$ cat src/rtl/core/sdce_pkg.sv
// shared types, codes and crc helpers for the sd bus command and response engine
`default_nettype none
package sdce_pkg;

  localparam int unsigned MAX_BLOCK_BYTES = 2048;
  localparam int unsigned LONG_RESP_BITS  = 136;
  localparam int unsigned SHORT_RESP_BITS = 48;
  localparam int unsigned CRC7_BITS       = 40;
  localparam int unsigned CMD_BITS        = 48;
  localparam int unsigned CRC16_BITS      = 16;
  localparam int unsigned FIFO_DEPTH      = 4;

  localparam logic [6:0]  CRC7_POLY  = 7'h09;
  localparam logic [15:0] CRC16_POLY = 16'h1021;
  localparam logic [1:0]  CMD_START  = 2'b01;

  localparam logic MODE_START = 1'b0;
  localparam logic MODE_TICK  = 1'b1;

  localparam logic [1:0] RESP_NONE = 2'd0;
  localparam logic [1:0] RESP_R1   = 2'd1;
  localparam logic [1:0] RESP_R2   = 2'd2;
  localparam logic [1:0] RESP_R3   = 2'd3;

  localparam logic [1:0] KIND_CMD_BIT   = 2'd0;
  localparam logic [1:0] KIND_DATA_BYTE = 2'd1;
  localparam logic [1:0] KIND_RESP_WORD = 2'd2;
  localparam logic [1:0] KIND_DONE      = 2'd3;

  localparam logic [1:0] STATUS_OK        = 2'd0;
  localparam logic [1:0] STATUS_CRC_ERR   = 2'd1;
  localparam logic [1:0] STATUS_INDEX_ERR = 2'd2;

  typedef struct packed {
    logic        mode;
    logic [5:0]  cmd_index;
    logic [31:0] argument;
    logic [1:0]  resp_type;
    logic        data_expected;
    logic [15:0] block_count;
    logic        cmd_level;
    logic        dat_level;
  } sdce_in_t;

  typedef struct packed {
    logic [1:0]  kind;
    logic        cmd_out_bit;
    logic [7:0]  data_byte;
    logic [31:0] resp_word;
    logic [1:0]  word_index;
    logic [1:0]  status;
    logic        last;
  } sdce_out_t;

  // one queued unit of work for the back end
  typedef struct packed {
    logic             is_start;
    logic [39:0]      frame;
    logic [2:0]       num_words;
    logic [3:0][31:0] words;
    logic             byte_valid;
    logic [7:0]       data_byte;
    logic             done;
    logic [1:0]       status;
  } sdce_job_t;

  function automatic logic [6:0] crc7_step(input logic [6:0] crc, input logic din);
    logic fb;
    fb = crc[6] ^ din;
    return {crc[5:0], 1'b0} ^ (fb ? CRC7_POLY : 7'h00);
  endfunction

  // crc16 advanced by one whole byte, msb first
  function automatic logic [15:0] crc16_byte(input logic [15:0] crc, input logic [7:0] din);
    logic [15:0] c;
    c = crc ^ {din, 8'h00};
    for (int i = 0; i < 8; i++) begin
      c = {c[14:0], 1'b0} ^ (c[15] ? CRC16_POLY : 16'h0000);
    end
    return c;
  endfunction

endpackage
`default_nettype wire

$ cat src/rtl/core/sd_bus_command_response_engine_top.sv
// sd bus engine: one bus tick or command start per cycle in, one result per cycle out while popped
// path: an item's results pass the job queue, the back end's current job and the output register
// throughput: one item per cycle while the four-entry job queue has room; a start item
//   yields 48 or 49 results and so holds the result side until all of them are popped
// reset: synchronous, clears queue, output register and transaction state; block_bytes = 512
`default_nettype none
module sd_bus_command_response_engine_top (
  input  wire logic                clk,
  input  wire logic                rst,
  input  wire logic                push,
  output logic                     full,
  input  wire sdce_pkg::sdce_in_t  in_item,
  output logic                     empty,
  input  wire logic                pop,
  output sdce_pkg::sdce_out_t      out_item,
  input  wire logic                cfg_valid,
  output logic                     cfg_ready,
  input  wire logic [11:0]         cfg_data
);

  sdce_pkg::sdce_job_t front_job;
  sdce_pkg::sdce_job_t back_job;
  logic                front_job_valid;
  logic                accept;
  logic                job_avail;
  logic                job_take;

  assign cfg_ready = 1'b1;
  assign accept    = push && !full;

  // classify and track bus state
  sdce_front u_front (
    .clk       (clk),
    .rst       (rst),
    .in_item   (in_item),
    .accept    (accept),
    .cfg_write (cfg_valid),
    .cfg_data  (cfg_data),
    .job       (front_job),
    .job_valid (front_job_valid)
  );

  // decoupling queue
  sdce_job_fifo u_fifo (
    .clk       (clk),
    .rst       (rst),
    .wr_en     (accept && front_job_valid),
    .wr_data   (front_job),
    .full      (full),
    .rd_en     (job_take),
    .rd_data   (back_job),
    .not_empty (job_avail)
  );

  // result sequencing
  sdce_back u_back (
    .clk       (clk),
    .rst       (rst),
    .job       (back_job),
    .job_avail (job_avail),
    .job_take  (job_take),
    .out_item  (out_item),
    .empty     (empty),
    .pop       (pop)
  );

endmodule
`default_nettype wire

$ cat src/rtl/core/sdce_front.sv
// front end: bus state tracking, response and data checks, job building
`default_nettype none
module sdce_front (
  input  wire logic                clk,
  input  wire logic                rst,
  input  wire sdce_pkg::sdce_in_t  in_item,
  input  wire logic                accept,
  input  wire logic                cfg_write,
  input  wire logic [11:0]         cfg_data,
  output sdce_pkg::sdce_job_t      job,
  output logic                     job_valid
);

  logic [11:0]  block_bytes, block_bytes_next;
  logic [1:0]   resp_pending, resp_pending_next;
  logic [7:0]   resp_length, resp_length_next;
  logic [7:0]   resp_bit_count, resp_bit_count_next;
  logic [135:0] resp_shift, resp_shift_next;
  logic [6:0]   resp_crc, resp_crc_next;
  logic [5:0]   expected_index, expected_index_next;
  logic         data_active, data_active_next;
  logic         data_started, data_started_next;
  logic [14:0]  data_bit_count, data_bit_count_next;
  logic [7:0]   data_shift, data_shift_next;
  logic [15:0]  running_crc16, running_crc16_next;
  logic [15:0]  received_crc16, received_crc16_next;
  logic [15:0]  blocks_left, blocks_left_next;

  // next state and job for the offered item
  always_comb begin
    logic        err;
    logic        finish;
    logic [7:0]  len_v;
    logic [11:0] nb;
    logic [14:0] dbits;
    logic [14:0] total;
    logic [7:0]  sh;
    err    = 1'b0;
    finish = 1'b0;
    len_v  = '0;
    nb     = '0;
    dbits  = '0;
    total  = '0;
    sh     = '0;
    block_bytes_next    = cfg_write ? cfg_data : block_bytes;
    resp_pending_next   = resp_pending;
    resp_length_next    = resp_length;
    resp_bit_count_next = resp_bit_count;
    resp_shift_next     = resp_shift;
    resp_crc_next       = resp_crc;
    expected_index_next = expected_index;
    data_active_next    = data_active;
    data_started_next   = data_started;
    data_bit_count_next = data_bit_count;
    data_shift_next     = data_shift;
    running_crc16_next  = running_crc16;
    received_crc16_next = received_crc16;
    blocks_left_next    = blocks_left;
    job       = '0;
    job_valid = 1'b0;

    if (in_item.mode == sdce_pkg::MODE_START) begin
      // new command frame, drops anything running
      resp_length_next    = '0;
      resp_bit_count_next = '0;
      resp_shift_next     = '0;
      resp_crc_next       = '0;
      data_started_next   = 1'b0;
      data_bit_count_next = '0;
      data_shift_next     = '0;
      running_crc16_next  = '0;
      received_crc16_next = '0;
      expected_index_next = in_item.cmd_index;
      resp_pending_next   = in_item.resp_type;
      data_active_next    = 1'b0;
      blocks_left_next    = '0;
      if (in_item.data_expected && in_item.block_count != '0 && block_bytes != '0) begin
        data_active_next = 1'b1;
        blocks_left_next = in_item.block_count;
      end
      job.is_start = 1'b1;
      job.frame    = {sdce_pkg::CMD_START, in_item.cmd_index, in_item.argument};
      job.done     = (in_item.resp_type == sdce_pkg::RESP_NONE) && !data_active_next;
      job.status   = sdce_pkg::STATUS_OK;
      job_valid    = 1'b1;
    end else if (resp_pending != sdce_pkg::RESP_NONE || data_active) begin
      // response line
      if (resp_pending != sdce_pkg::RESP_NONE) begin
        len_v = resp_length;
        if (!in_item.cmd_level && len_v == '0) begin
          len_v = (resp_pending == sdce_pkg::RESP_R2) ?
                  8'(sdce_pkg::LONG_RESP_BITS) : 8'(sdce_pkg::SHORT_RESP_BITS);
        end
        resp_length_next = len_v;
        if (len_v != '0) begin
          if (resp_bit_count < len_v) begin
            resp_shift_next     = {resp_shift[134:0], in_item.cmd_level};
            resp_bit_count_next = resp_bit_count + 8'd1;
            if (resp_bit_count < 8'(sdce_pkg::CRC7_BITS)) begin
              resp_crc_next = sdce_pkg::crc7_step(resp_crc, in_item.cmd_level);
            end
          end else begin
            if (resp_pending == sdce_pkg::RESP_R1 && resp_shift[7:0] != {resp_crc, 1'b1}) begin
              err        = 1'b1;
              job.status = sdce_pkg::STATUS_CRC_ERR;
            end else if (resp_pending == sdce_pkg::RESP_R1 &&
                         resp_shift[47:40] != {2'b00, expected_index}) begin
              err        = 1'b1;
              job.status = sdce_pkg::STATUS_INDEX_ERR;
            end
            if (!err) begin
              if (resp_pending == sdce_pkg::RESP_R2) begin
                job.num_words = 3'd4;
                job.words[0]  = resp_shift[127:96];
                job.words[1]  = resp_shift[95:64];
                job.words[2]  = resp_shift[63:32];
                job.words[3]  = resp_shift[31:0];
              end else begin
                job.num_words = 3'd1;
                job.words[0]  = resp_shift[39:8];
              end
              resp_pending_next   = sdce_pkg::RESP_NONE;
              resp_length_next    = '0;
              resp_bit_count_next = '0;
            end
          end
        end
      end

      // data line
      if (!err && data_active) begin
        if (!in_item.dat_level && !data_started) begin
          data_started_next   = 1'b1;
          data_bit_count_next = '0;
          data_shift_next     = '0;
          running_crc16_next  = '0;
        end else if (data_started) begin
          nb    = (block_bytes > 12'(sdce_pkg::MAX_BLOCK_BYTES)) ?
                  12'(sdce_pkg::MAX_BLOCK_BYTES) : block_bytes;
          dbits = {nb, 3'b000};
          total = dbits + 15'(sdce_pkg::CRC16_BITS);
          if (data_bit_count < total) begin
            if (data_bit_count < dbits) begin
              sh              = {data_shift[6:0], in_item.dat_level};
              data_shift_next = sh;
              // crc takes whole bytes only
              if (data_bit_count[2:0] == 3'b111) begin
                job.byte_valid     = 1'b1;
                job.data_byte      = sh;
                running_crc16_next = sdce_pkg::crc16_byte(running_crc16, sh);
              end
            end else begin
              received_crc16_next = {received_crc16[14:0], in_item.dat_level};
            end
            data_bit_count_next = data_bit_count + 15'd1;
          end else if (received_crc16 != running_crc16) begin
            err        = 1'b1;
            job.status = sdce_pkg::STATUS_CRC_ERR;
          end else begin
            blocks_left_next    = blocks_left - 16'd1;
            data_started_next   = 1'b0;
            data_bit_count_next = '0;
            data_shift_next     = '0;
            if (blocks_left == 16'd1) begin
              data_active_next = 1'b0;
            end
          end
        end
      end

      // transaction end
      finish = err ||
               (resp_pending_next == sdce_pkg::RESP_NONE && !data_active_next);
      if (finish) begin
        job.done            = 1'b1;
        resp_pending_next   = sdce_pkg::RESP_NONE;
        resp_length_next    = '0;
        resp_bit_count_next = '0;
        resp_shift_next     = '0;
        resp_crc_next       = '0;
        data_active_next    = 1'b0;
        data_started_next   = 1'b0;
        data_bit_count_next = '0;
        data_shift_next     = '0;
        running_crc16_next  = '0;
        received_crc16_next = '0;
        blocks_left_next    = '0;
      end
      job_valid = finish || job.byte_valid || (job.num_words != '0);
    end
  end

  // state update on each transfer
  always_ff @(posedge clk) begin
    if (rst) begin
      block_bytes    <= 12'd512;
      resp_pending   <= sdce_pkg::RESP_NONE;
      resp_length    <= '0;
      resp_bit_count <= '0;
      resp_shift     <= '0;
      resp_crc       <= '0;
      expected_index <= '0;
      data_active    <= 1'b0;
      data_started   <= 1'b0;
      data_bit_count <= '0;
      data_shift     <= '0;
      running_crc16  <= '0;
      received_crc16 <= '0;
      blocks_left    <= '0;
    end else begin
      block_bytes <= block_bytes_next;
      if (accept) begin
        resp_pending   <= resp_pending_next;
        resp_length    <= resp_length_next;
        resp_bit_count <= resp_bit_count_next;
        resp_shift     <= resp_shift_next;
        resp_crc       <= resp_crc_next;
        expected_index <= expected_index_next;
        data_active    <= data_active_next;
        data_started   <= data_started_next;
        data_bit_count <= data_bit_count_next;
        data_shift     <= data_shift_next;
        running_crc16  <= running_crc16_next;
        received_crc16 <= received_crc16_next;
        blocks_left    <= blocks_left_next;
      end
    end
  end

endmodule
`default_nettype wire

$ cat src/rtl/core/sdce_job_fifo.sv
// short job queue between front and back end
`default_nettype none
module sdce_job_fifo (
  input  wire logic                clk,
  input  wire logic                rst,
  input  wire logic                wr_en,
  input  wire sdce_pkg::sdce_job_t wr_data,
  output logic                     full,
  input  wire logic                rd_en,
  output sdce_pkg::sdce_job_t      rd_data,
  output logic                     not_empty
);

  localparam int unsigned PW = $clog2(sdce_pkg::FIFO_DEPTH);

  sdce_pkg::sdce_job_t mem [sdce_pkg::FIFO_DEPTH];
  logic [PW-1:0] wr_ptr;
  logic [PW-1:0] rd_ptr;
  logic [PW:0]   count;

  assign full      = (count == (PW+1)'(sdce_pkg::FIFO_DEPTH));
  assign not_empty = (count != '0);
  assign rd_data   = mem[rd_ptr];

  // storage
  always_ff @(posedge clk) begin
    if (wr_en) begin
      mem[wr_ptr] <= wr_data;
    end
  end

  // pointers and fill level
  always_ff @(posedge clk) begin
    if (rst) begin
      wr_ptr <= '0;
      rd_ptr <= '0;
      count  <= '0;
    end else begin
      if (wr_en) begin
        wr_ptr <= wr_ptr + PW'(1);
      end
      if (rd_en) begin
        rd_ptr <= rd_ptr + PW'(1);
      end
      count <= count + (PW+1)'(wr_en) - (PW+1)'(rd_en);
    end
  end

endmodule
`default_nettype wire

$ cat src/rtl/core/sdce_back.sv
// back end: expands jobs into result items, serial crc7 for the command frame
`default_nettype none
module sdce_back (
  input  wire logic                clk,
  input  wire logic                rst,
  input  wire sdce_pkg::sdce_job_t job,
  input  wire logic                job_avail,
  output logic                     job_take,
  output sdce_pkg::sdce_out_t      out_item,
  output logic                     empty,
  input  wire logic                pop
);

  sdce_pkg::sdce_job_t cur;
  logic                cur_valid;
  logic [5:0]          step;
  logic [6:0]          crc;
  logic                out_valid;
  logic [5:0]          total;
  logic                is_last;
  logic                advance;
  logic [5:0]          bit_sel;
  sdce_pkg::sdce_out_t res;

  assign empty   = !out_valid;
  assign advance = cur_valid && (!out_valid || pop);
  assign total   = cur.is_start ?
                   (6'(sdce_pkg::CMD_BITS) + 6'(cur.done)) :
                   (6'(cur.num_words) + 6'(cur.byte_valid) + 6'(cur.done));
  assign is_last = (step == total - 6'd1);
  assign job_take = job_avail && (!cur_valid || (advance && is_last));
  assign bit_sel = 6'd39 - step;

  // result for the current step
  always_comb begin
    res = '0;
    res.last = is_last;
    if (cur.is_start) begin
      if (step < 6'(sdce_pkg::CRC7_BITS)) begin
        res.kind        = sdce_pkg::KIND_CMD_BIT;
        res.cmd_out_bit = cur.frame[bit_sel];
      end else if (step < 6'(sdce_pkg::CMD_BITS - 1)) begin
        res.kind        = sdce_pkg::KIND_CMD_BIT;
        res.cmd_out_bit = crc[6];
      end else if (step == 6'(sdce_pkg::CMD_BITS - 1)) begin
        res.kind        = sdce_pkg::KIND_CMD_BIT;
        res.cmd_out_bit = 1'b1;
      end else begin
        res.kind   = sdce_pkg::KIND_DONE;
        res.status = cur.status;
      end
    end else begin
      if (step < 6'(cur.num_words)) begin
        res.kind       = sdce_pkg::KIND_RESP_WORD;
        res.resp_word  = cur.words[step[1:0]];
        res.word_index = step[1:0];
      end else if (step == 6'(cur.num_words) && cur.byte_valid) begin
        res.kind      = sdce_pkg::KIND_DATA_BYTE;
        res.data_byte = cur.data_byte;
      end else begin
        res.kind   = sdce_pkg::KIND_DONE;
        res.status = cur.status;
      end
    end
  end

  // current job, step counter and command crc
  always_ff @(posedge clk) begin
    if (rst) begin
      cur_valid <= 1'b0;
      step      <= '0;
      crc       <= '0;
    end else begin
      if (job_take) begin
        cur_valid <= 1'b1;
        step      <= '0;
        crc       <= '0;
      end else if (advance) begin
        step <= step + 6'd1;
        if (is_last) begin
          cur_valid <= 1'b0;
        end
        if (step < 6'(sdce_pkg::CRC7_BITS)) begin
          crc <= sdce_pkg::crc7_step(crc, cur.frame[bit_sel]);
        end else begin
          crc <= {crc[5:0], 1'b0};
        end
      end
    end
  end

  always_ff @(posedge clk) begin
    if (job_take) begin
      cur <= job;
    end
  end

  // output register
  always_ff @(posedge clk) begin
    if (rst) begin
      out_valid <= 1'b0;
    end else if (advance) begin
      out_valid <= 1'b1;
    end else if (pop) begin
      out_valid <= 1'b0;
    end
  end

  always_ff @(posedge clk) begin
    if (advance) begin
      out_item <= res;
    end
  end

endmodule
`default_nettype wire

$ cat config.mk
export PLATFORM = sky130hd
export DESIGN_NAME = sd_bus_command_response_engine_top
export DESIGN_NICKNAME = d
export VERILOG_FILES = /design/src/rtl/core/sdce_pkg.sv /design/src/rtl/core/sd_bus_command_response_engine_top.sv /design/src/rtl/core/sdce_front.sv /design/src/rtl/core/sdce_job_fifo.sv /design/src/rtl/core/sdce_back.sv
export SDC_FILE = /design/constraint.sdc
export NUM_CORES = 1
export LEC_CHECK = 0
export BUFFER_PORTS_ARGS = -buffer_cell sky130_fd_sc_hd__buf_2
export CORE_UTILIZATION = 45
export CTS_CLUSTER_DIAMETER = 150
export DETAILED_ROUTE_END_ITERATION = 10
export SYNTH_ARGS = -nofsm -noshare
export SYNTH_HDL_FRONTEND = slang
export SYNTH_SLANG_ARGS = --single-unit
$ cat constraint.sdc
create_clock -name clk -period 8.95 [get_ports clk]
set_input_delay 1.3425 -clock clk [delete_from_list [all_inputs] [get_ports clk]]
set_output_delay 1.3425 -clock clk [all_outputs]
set_load 0.05 [all_outputs]
==> out/qor.yml, run 1 <==
yosys:
  synthesis.nets: 3276
  syn_inst: 3147
  yosys_warnings: 0
  synth_ff_type: "edfxtp_1"
  synth_top_area_share_pct: 58.9
  ys_async_sr_fraction_pct: 0
  synth.top_cells.by_area: "edfxtp_1 (59%), dfxtp_1 (11%), mux4_2 (10%)"
  synth-seq-cells: 1218
  yosysSeqAreaShare_pct: 69.8
  netlist_area_um2: 48600
  yosysMostFrequentCell: "edfxtp_1"
  synth_area_per_cell_um2: 15.4
  netlist.top_cell.by_area: "edfxtp_1"
  synth_cell_types: 76
  synthTopCellsByCount: "edfxtp_1 (953), dfxtp_1 (265), mux4_2 (218)"
  synth_edf_count: 953
floorplan:
  core-area_um2: 107000
  ios: 128
  die_w_um: 331
  die_area_um2: 109000
  start_util_pct: 45.4
  die_h_um: 331
  fp-row-count: 120
routing:
  post-route-drc-count: 0
  wirelength_um: 105000
  drt-wirelength-per-cell_um: 22.1
  dr_wl_met3_um: 5580
  vias_per_cell: 5.68
  wl_met2_um: 51300
  drt_first_iter_violations: 2046
  ant_nets: 0
  vias: 27052
  met1_length_um: 46000
  top_layer: "met5"
  dr.pass1.iters: 5
layout:
  layout-drive-gt1-share_pct: 18.3
  final_nets: 3377
  nFillCells: 8723
  final_area_um2: 54800
  area_growth_pct: 12.7
  num_antenna_cells: 0
  utilization_pct: 51.2
  seqCellArea_um2: 33900
  final_cells: 4761
  multiInputGateArea_um2: 13700
global_routing:
  grt_overflow: 0
  antenna_found_initial: 3
  grt.total_usage_pct: 19.5
  grt_max_degree: 162
  grt_pass1_wl_um: 162000
  grt_pass1_vias: 27667
setup_path:
  setup.worst_path.start_class: "flop"
  cp-end-kind: "flop"
  critPathKind: "flop to flop"
  rrSetupSlack_ns: 2.77
  critPathMaxFanout: 130
  rr_endpoint: "u_fifo.mem[1][119]"
  cp.required_ns: 9.30
  r2r_start: "u_front.block_bytes[11]"
  r2r_cells: 17
  arrival_ns: 6.52
timing:
  min_period_ns: 6.18
  worstMarginPinSlew_ns: 1.20
  drv_slew: 0
  slew_headroom_pct: 19.5
  rsz0062_at_grt: "no"
  hold_viol: 0
  finalWorstSetupSlack_ns: 2.77
  timing.fmax_mhz: 162
  finalSetupViolations: 0
  tns_ns: 0
  period_share_pct: 69.0
  skew_ns: 0.0254
  hold_slack_ns: 0.455
hold_path:
  worstHoldPathCells: 2
  holdCritStartpoint: "u_back.crc[0]"
  hold_path_end: "u_back.crc[1]"
  min_path_type: "flop to flop"
placed_design:
  dp_hpwl_um: 61300
  port_buffers: 126
  dp_cells: 4519
  finalWeightedCongestion: 0.811
  dpl_cell_area_um2: 50600
  place_ws_ns: 2.77
clock_tree:
  cts_made_buffers: 130
  clockBufferDepth: 3
  clock-root-buffer: "clkbuf_16"
  cts_resized: 0
  clk_pin_slew_ns: 0.05
  cts_setup_buffers: 0
  cts_hold_buf: 0
  htreeDepth: 4
  worstSkewPairLatency_ns: 0.74
  cts_tree: "built"
  clock_sinks: 1218
power:
  ir_worst_vdd_v: 0.000332
  powerDensity_nw_per_um2: 285
  leakagePower_nw: 18.1
  p_total_mw: 15.6
run_status:
  status: "completed"
job:
  maxCapViolations: 0
## flip-flops by register name, indices dropped and copies added (netlist names), 2 cells and up
register,count
u_front.block_bytes,12
u_front.data_bit_count,15
u_front.resp_crc,7
u_front.running_crc16,16
u_front.received_crc16,16
u_back.crc,7
u_front.resp_shift,128
u_back.step,6
u_front.resp_pending,2
u_front.resp_length,8
u_front.expected_index,6
u_fifo.count,3
u_fifo.wr_ptr,2
u_front.resp_bit_count,8
u_back.cur,181
u_front.data_shift,7
u_fifo.mem,724
u_front.blocks_left,16
u_back.out_item,48
u_fifo.rd_ptr,2
## where the power goes
group / switching (mW) / internal, mW
clock: 2.22 / 2.93
combinational: 1.86 / 1.14
sequential: 0.341 / 7.15
total: 4.42 / 11.2
## worst max-delay path: stages (launching register included)
cell	delay (ns)
dfxtp_1	0.40
inv_1	0.29
nand2_1	0.16
inv_1	0.11
ha_1	0.19
and3_1	0.20
and4_1	0.27
nand3_1	0.11
xnor2_1	0.15
ha_1	0.32
nand4_1	0.12
nor3_1	0.22
a2bb2oi_1	0.12
nand2_1	0.33
a311o_2	0.70
o31a_1	0.41
and2_4	0.76
buf_12	0.53
## routing by layer
metal	up-vias	global-route usage, %
li1	12275	-
met1	13896	26.7
met2	721	31.9
met3	158	3.37
met4	2	6.37
met5	-	0
## cell type report
| cell class | instances | share of cell area [%] |
|---|---|---|
| clock inverter | 76 | 1.21 |
| tap | 1403 | 3.20 |
| multi-input combinational | 1682 | 25.1 |
| inverter | 51 | 0.352 |
| clock buffer | 166 | 6.35 |
| sequential | 1218 | 62.0 |
| timing repair buffer | 165 | 1.83 |
## how the worst max path moves through the flow
| stage | from | to | slack, ns |
|---|---|---|---|
| finish | u_front.block_bytes[11] | u_fifo.mem[1][119] | 2.77 |
| detailed placement | in_item[1] | u_fifo.mem[1][123] | 2.77 |
| global placement | in_item[1] | u_fifo.mem[1][56] | 2.84 |
| global route | u_front.block_bytes[11] | u_fifo.mem[1][84] | 2.38 |
| CTS | u_front.block_bytes[11] | u_fifo.mem[1][91] | 2.83 |
| floorplan | u_back.cur[2] | u_fifo.count[2] | 0.37 |
## cell usage in the layout (no fill, tap or decap), types with 9 or more instances in the layout
master and n:
xnor2_1 62, clkinv_2 21, xor2_1 33, mux4_2 218, a211oi_1 15, buf_2 125, nor2_1 125, nor2b_1 76
nor4_1 22, nand4_1 38, a22oi_1 17, clkbuf_8 9, o21a_1 9, buf_4 33, and3_1 40, nand3_1 161
dfxtp_1 261, clkinv_1 29, and2_1 115, o21ai_0 58, a32o_1 16, nand2_1 217, clkbuf_1 27, clkbuf_16 130
edfxtp_1 953, ha_1 50, mux2i_1 24, inv_1 49, nor3_1 33, a21oi_1 212
## kinds of logic after synthesis
group / after synthesis / share of synthesized area (%)
other cells: 1 / 0.00771
xor+xnor: 95 / 1.71
flops: 1218 / 69.8
simple gates: 881 / 9.25
buf+inv: 247 / 2.09
fa+ha+maj: 52 / 1.37
mux: 246 / 10.7
compound gates: 407 / 5.11
Note: power is estimated with default switching activity, not from simulation.
==> run 2, diff against run 1 <==
==> constraint.sdc (replaced) <==
create_clock -name clk -period 6.2 [get_ports clk]
set_input_delay 0.93 -clock clk [delete_from_list [all_inputs] [get_ports clk]]
set_output_delay 0.93 -clock clk [all_outputs]
set_load 0.05 [all_outputs]
==> run 2 against run 1 <==
  * Utilization down 0.14 points
  * Die area did not move
  * Sequential share of layout area grew 0.16 points
  * Power grew 43%
  * Setup slack worse by 2.3 ns
  * Clock skew down 0.0027 ns
  * Count of clock-buffer cells in the layout grew 3
  * Clock power increased by 38%
  * Sequential power rose by 44%
==> out/qor.yml, run 2 (same netlist as run 1, synthesis figures left out) <==
routing:
  vias_per_cell: 5.69
  drt_first_iter_violations: 2165
  post-route-drc-count: 0
  vias: 27045
  ant_nets: 0
  wirelength_um: 107000
  drt-wirelength-per-cell_um: 22.5
  dr.pass1.iters: 6
global_routing:
  grt_busiest_layer: "met2"
  antenna_found_initial: 1
  grtUsageMet3_pct: 2.88
  grt_pass1_vias: 28325
  grtUsageMet2_pct: 34.2
  grt_max_degree: 150
  grt_overflow: 0
  grt_pass1_wl_um: 167000
  grt.total_usage_pct: 19.9
  use_met1_pct: 26.6
placed_design:
  finalWeightedCongestion: 0.835
  dpl_cell_area_um2: 50700
  port_buffers: 126
  dp_hpwl_um: 62200
  dp_cells: 4523
  place_ws_ns: 0.481
floorplan:
  fp-row-count: 120
  core-area_um2: 107000
  start_util_pct: 45.4
  die_area_um2: 109000
  die_h_um: 331
  die_w_um: 331
  ios: 128
clock_tree:
  cts_resized: 0
  htreeDepth: 3
  cts_hold_buf: 0
  clockBufferDepth: 3
  cts_made_buffers: 121
  cts_tree: "built"
  clock_sinks: 1218
  clk_pin_slew_ns: 0.06
  cts_setup_buffers: 0
  clock-root-buffer: "clkbuf_16"
  worstSkewPairLatency_ns: 0.70
power:
  ir_worst_vdd_v: 0.000426
  leakagePower_nw: 18.0
  powerDensity_nw_per_um2: 409
  p_total_mw: 22.3
layout:
  final_common_cell: "edfxtp_1"
  final_cells: 4754
  largest-register: "u_fifo.mem"
  final_nets: 3372
  area_growth_pct: 12.4
  nFillCells: 8757
  top_regs: "u_fifo.mem x724, u_back.cur x181, u_front.resp_shift x128"
  utilization_pct: 51.0
  layout_common_cells: "edfxtp_1 (953), dfxtp_1 (261), mux4_2 (218)"
  layout-drive-gt1-share_pct: 18.3
  final_area_um2: 54600
  largest_reg_flops: 724
hold_path:
  holdCritStartpoint: "u_back.crc[4]"
  min_path_type: "flop to flop"
timing:
  drv_slew: 0
  min_period_ns: 5.77
  timing.fmax_mhz: 173
  hold_viol: 0
  period_share_pct: 93.1
  worstMarginPinSlew_ns: 1.27
  skew_ns: 0.0227
  finalWorstSetupSlack_ns: 0.429
  slew_headroom_pct: 14.7
  finalSetupViolations: 0
  rsz0062_at_grt: "no"
  tns_ns: 0
  hold_slack_ns: 0.460
setup_path:
  critPathMaxFanout: 63
  setup.worst_path.start_class: "flop"
  cp-end-kind: "flop"
  r2r_start: "u_front.block_bytes[11]"
  arrival_ns: 6.09
  critPathKind: "flop to flop"
  cp.required_ns: 6.52
  setup.worst_path.start: "u_front.block_bytes[11]"
job:
  maxCapViolations: 0
run_status:
  status: "completed"
## run 2: changes by cell type in the layout (fill, tap and decap cells not counted), moves of 4 or more
cell | before | now
clkinvlp_4 | 2 | 6
clkinv_2 | 21 | 27
buf_12 | 6 | 10
clkinv_8 | 5 | 0
inv_6 | 7 | 2
clkbuf_16 | 130 | 125
clkbuf_1 | 27 | 33
clkinv_1 | 29 | 15
## run 2: path summary, 6_finish.rpt
path | end | slack, ns | cells after the start
worst max-delay path | u_fifo.mem[2][101] | 0.43 | 17
worst min-delay path | u_back.crc[5] | 0.46 | 2
worst max register to register | u_fifo.mem[2][101] | 0.43 | 17
worst min register to register | u_back.crc[5] | 0.46 | 2
## run 2: routing by layer
metal / part of all wire, % / routed length, um / vias to the layer above
met5: 0.0084 / 9 / -
met4: 1.6 / 1750 / 2
met3: 4.9 / 5250 / 124
met2: 50 / 53700 / 707
met1: 43 / 46100 / 13951
li1: - / - / 12261
## run 2: power by group
part	leakage (nW)	switching [mW]	internal (mW)
registers	11.3	0.514	10.3
clock network	1.91	3.05	4.08
logic	4.86	2.70	1.67
total	18.0	6.26	16.1
## run 2: final cells by class
cell class	count	area (um^2)	area share, %
well taps	1403	1760	3.21
inverters	51	193	0.353
diodes	2	5.00	0.00916
multi-input cells	1682	13700	25.2
flip-flops and latches	1218	33900	62.1
clock inverters	60	508	0.930
repair buffers	169	1080	1.99
clock buffers	169	3400	6.23
## run 2: worst max-delay path, cell delays in order (launching register included)
cell	delay, ns
dfxtp_1	0.38
inv_1	0.28
nand2_1	0.16
inv_1	0.12
ha_1	0.19
and3_1	0.21
and4_1	0.27
nand3_1	0.11
xnor2_1	0.16
ha_1	0.33
nand4_1	0.14
nor3_1	0.26
a2bb2oi_1	0.13
nand2_1	0.32
a311o_2	0.26
o31a_1	0.38
and2_4	0.93
buf_4	0.70
==> run 3, diff against run 2 <==
--- a/config.mk
+++ b/config.mk
@@ -6,9 +6,10 @@
 export NUM_CORES = 1
 export LEC_CHECK = 0
 export BUFFER_PORTS_ARGS = -buffer_cell sky130_fd_sc_hd__buf_2
-export CORE_UTILIZATION = 45
+export CORE_UTILIZATION = 60
 export CTS_CLUSTER_DIAMETER = 150
 export DETAILED_ROUTE_END_ITERATION = 10
+export PLACE_DENSITY_LB_ADDON = 0.1
 export SYNTH_ARGS = -nofsm -noshare
 export SYNTH_HDL_FRONTEND = slang
 export SYNTH_SLANG_ARGS = --single-unit
==> run 3 against run 2 <==
  * Combinational power about the same
  * Cell count is 7.3% lower
  * Global-route usage increased by 5.7 points
  * Via count grew 1.0%
  * Non-clock buffer count up 6
  * Clock skew down 0.0046 ns
  * Critical path depth stayed put
  * Sequential power hardly changed
  * Count of clock-buffer cells in the layout fell by 7
  * First-iteration DRC count up 18%
  * Design area is 0.75% lower
  * Critical path type unchanged
  * Largest cell class unchanged
==> out/qor.yml, run 3 (same netlist as run 1, synthesis figures left out) <==
run_status:
  status: "completed"
timing:
  period_share_pct: 86.6
  finalSetupViolations: 0
  min_period_ns: 5.37
  timing.fmax_mhz: 186
  slew_headroom_pct: 27.6
  rsz0062_at_grt: "no"
  finalWorstSetupSlack_ns: 0.829
  worstMarginPinSlew_ns: 1.09
  drv_slew: 0
  hold_viol: 0
  skew_ns: 0.0181
clock_tree:
  cts_tree: "built"
  clockBufferDepth: 3
  cts_setup_buffers: 0
  htreeDepth: 3
  clock-root-buffer: "clkbuf_16"
  clk_pin_slew_ns: 0.06
  worstSkewPairLatency_ns: 0.68
  cts_hold_buf: 0
  clock_sinks: 1218
  cts_resized: 0
  cts_made_buffers: 117
global_routing:
  grt_pass1_wl_um: 162000
  grt_pass1_vias: 27993
  grt_overflow: 0
  grt_max_degree: 163
  antenna_found_initial: 4
  grt.total_usage_pct: 25.6
layout:
  layout_common_cells: "edfxtp_1 (953), dfxtp_1 (261), mux4_2 (218)"
  largest-register: "u_fifo.mem"
  largest_reg_flops: 724
  num_antenna_cells: 0
  final_nets: 3374
  final_area_um2: 54200
  top_regs: "u_fifo.mem x724, u_back.cur x181, u_front.resp_shift x128"
  layout-drive-gt1-share_pct: 18.2
  utilization_pct: 67.5
  area_growth_pct: 11.5
  final_common_cell: "edfxtp_1"
placed_design:
  finalWeightedCongestion: 0.852
  port_buffers: 126
  dp_hpwl_um: 60500
  place_ws_ns: 0.728
  dpl_cell_area_um2: 50400
setup_path:
  critPathMaxFanout: 52
  cp-end-kind: "flop"
  r2r_cells: 17
  arrival_ns: 5.68
  setup.worst_path.start: "u_front.block_bytes[11]"
  setup.worst_path.start_class: "flop"
  rr_endpoint: "u_fifo.mem[0][168]"
  cp.required_ns: 6.51
  r2r_start: "u_front.block_bytes[11]"
  rrSetupSlack_ns: 0.83
  critPathKind: "flop to flop"
routing:
  dr_wl_met3_um: 6190
  ant_nets: 0
  wl_met2_um: 50700
  wirelength_um: 103000
  met1_length_um: 43900
  drt-wirelength-per-cell_um: 23.3
  post-route-drc-count: 0
  top_layer: "met4"
  vias_per_cell: 6.20
  vias: 27328
  drt_first_iter_violations: 2545
  dr.pass1.iters: 5
floorplan:
  core-area_um2: 80300
  start_util_pct: 60.6
  die_h_um: 287
  ios: 128
  fp-row-count: 104
  die_w_um: 287
  die_area_um2: 82200
hold_path:
  worstHoldPathCells: 2
  hold_path_end: "u_back.crc[5]"
  holdCritStartpoint: "u_back.crc[4]"
  min_path_type: "flop to flop"
power:
  ir_worst_vdd_v: 0.000301
  p_total_mw: 22.2
  leakagePower_nw: 18.1
  powerDensity_nw_per_um2: 409
job:
  maxCapViolations: 0
## run 3: cell type report
| cell class | count | area (um^2) |
|---|---|---|
| Clock buffer | 162 | 3290 |
| Tap cell | 1060 | 1330 |
| Inverter | 51 | 191 |
| Fill cell | 5367 | 26100 |
| Clock inverter | 58 | 513 |
| Timing Repair Buffer | 175 | 1220 |
| Sequential cell | 1218 | 33900 |
| Multi-Input combinational cell | 1682 | 13700 |
## run 3: layer usage
metal,vias to the layer above,GRT usage [%]
met5,-,0
met4,0,6.19
met3,162,3.66
met2,911,42.3
met1,14001,36.2
li1,12254,-
## run 3: worst max-delay path by stage
stage	endpoint	slack (ns)	cells past startpoint
6_report	u_fifo.mem[0][168]	0.83	17
5_1_grt	u_fifo.mem[1][38]	0.33	17
4_1_cts	u_fifo.mem[1][68]	0.80	17
3_5_place_dp	u_fifo.mem[1][68]	0.73	12
3_3_place_gp	u_fifo.mem[0][167]	0.94	17
2_1_floorplan	u_fifo.count[2]	-0.08	16
## run 3: per-stage QoR
step	hold slack, ns	setup TNS [ns]	cells
5_1_grt	0.477	0	4406
6_report	0.456	0	4406
2_1_floorplan	0.432	-0.0836	3147
3_3_place_gp	0.440	0	4185
3_5_place_dp	0.456	0	4185
4_1_cts	0.434	0	4405
## run 3: power breakdown
group / total [mW] / switching, mW / internal, mW
Sequential: 10.8 / 0.489 / 10.3
Combinational: 4.36 / 2.68 / 1.68
Clock: 6.99 / 2.96 / 4.03
## run 3: critical path, stage by stage (launching register included)
cell and delay (ns):
dfxtp_1 0.38, inv_1 0.28, nand2_1 0.16, inv_1 0.11
ha_1 0.19, and3_1 0.20, and4_1 0.26, nand3_1 0.11
xnor2_1 0.15, ha_1 0.32, nand4_1 0.13, nor3_1 0.20
a2bb2oi_1 0.13, nand2_1 0.33, a311o_2 0.26, o31a_1 0.33
and2_4 0.81, buf_4 0.60
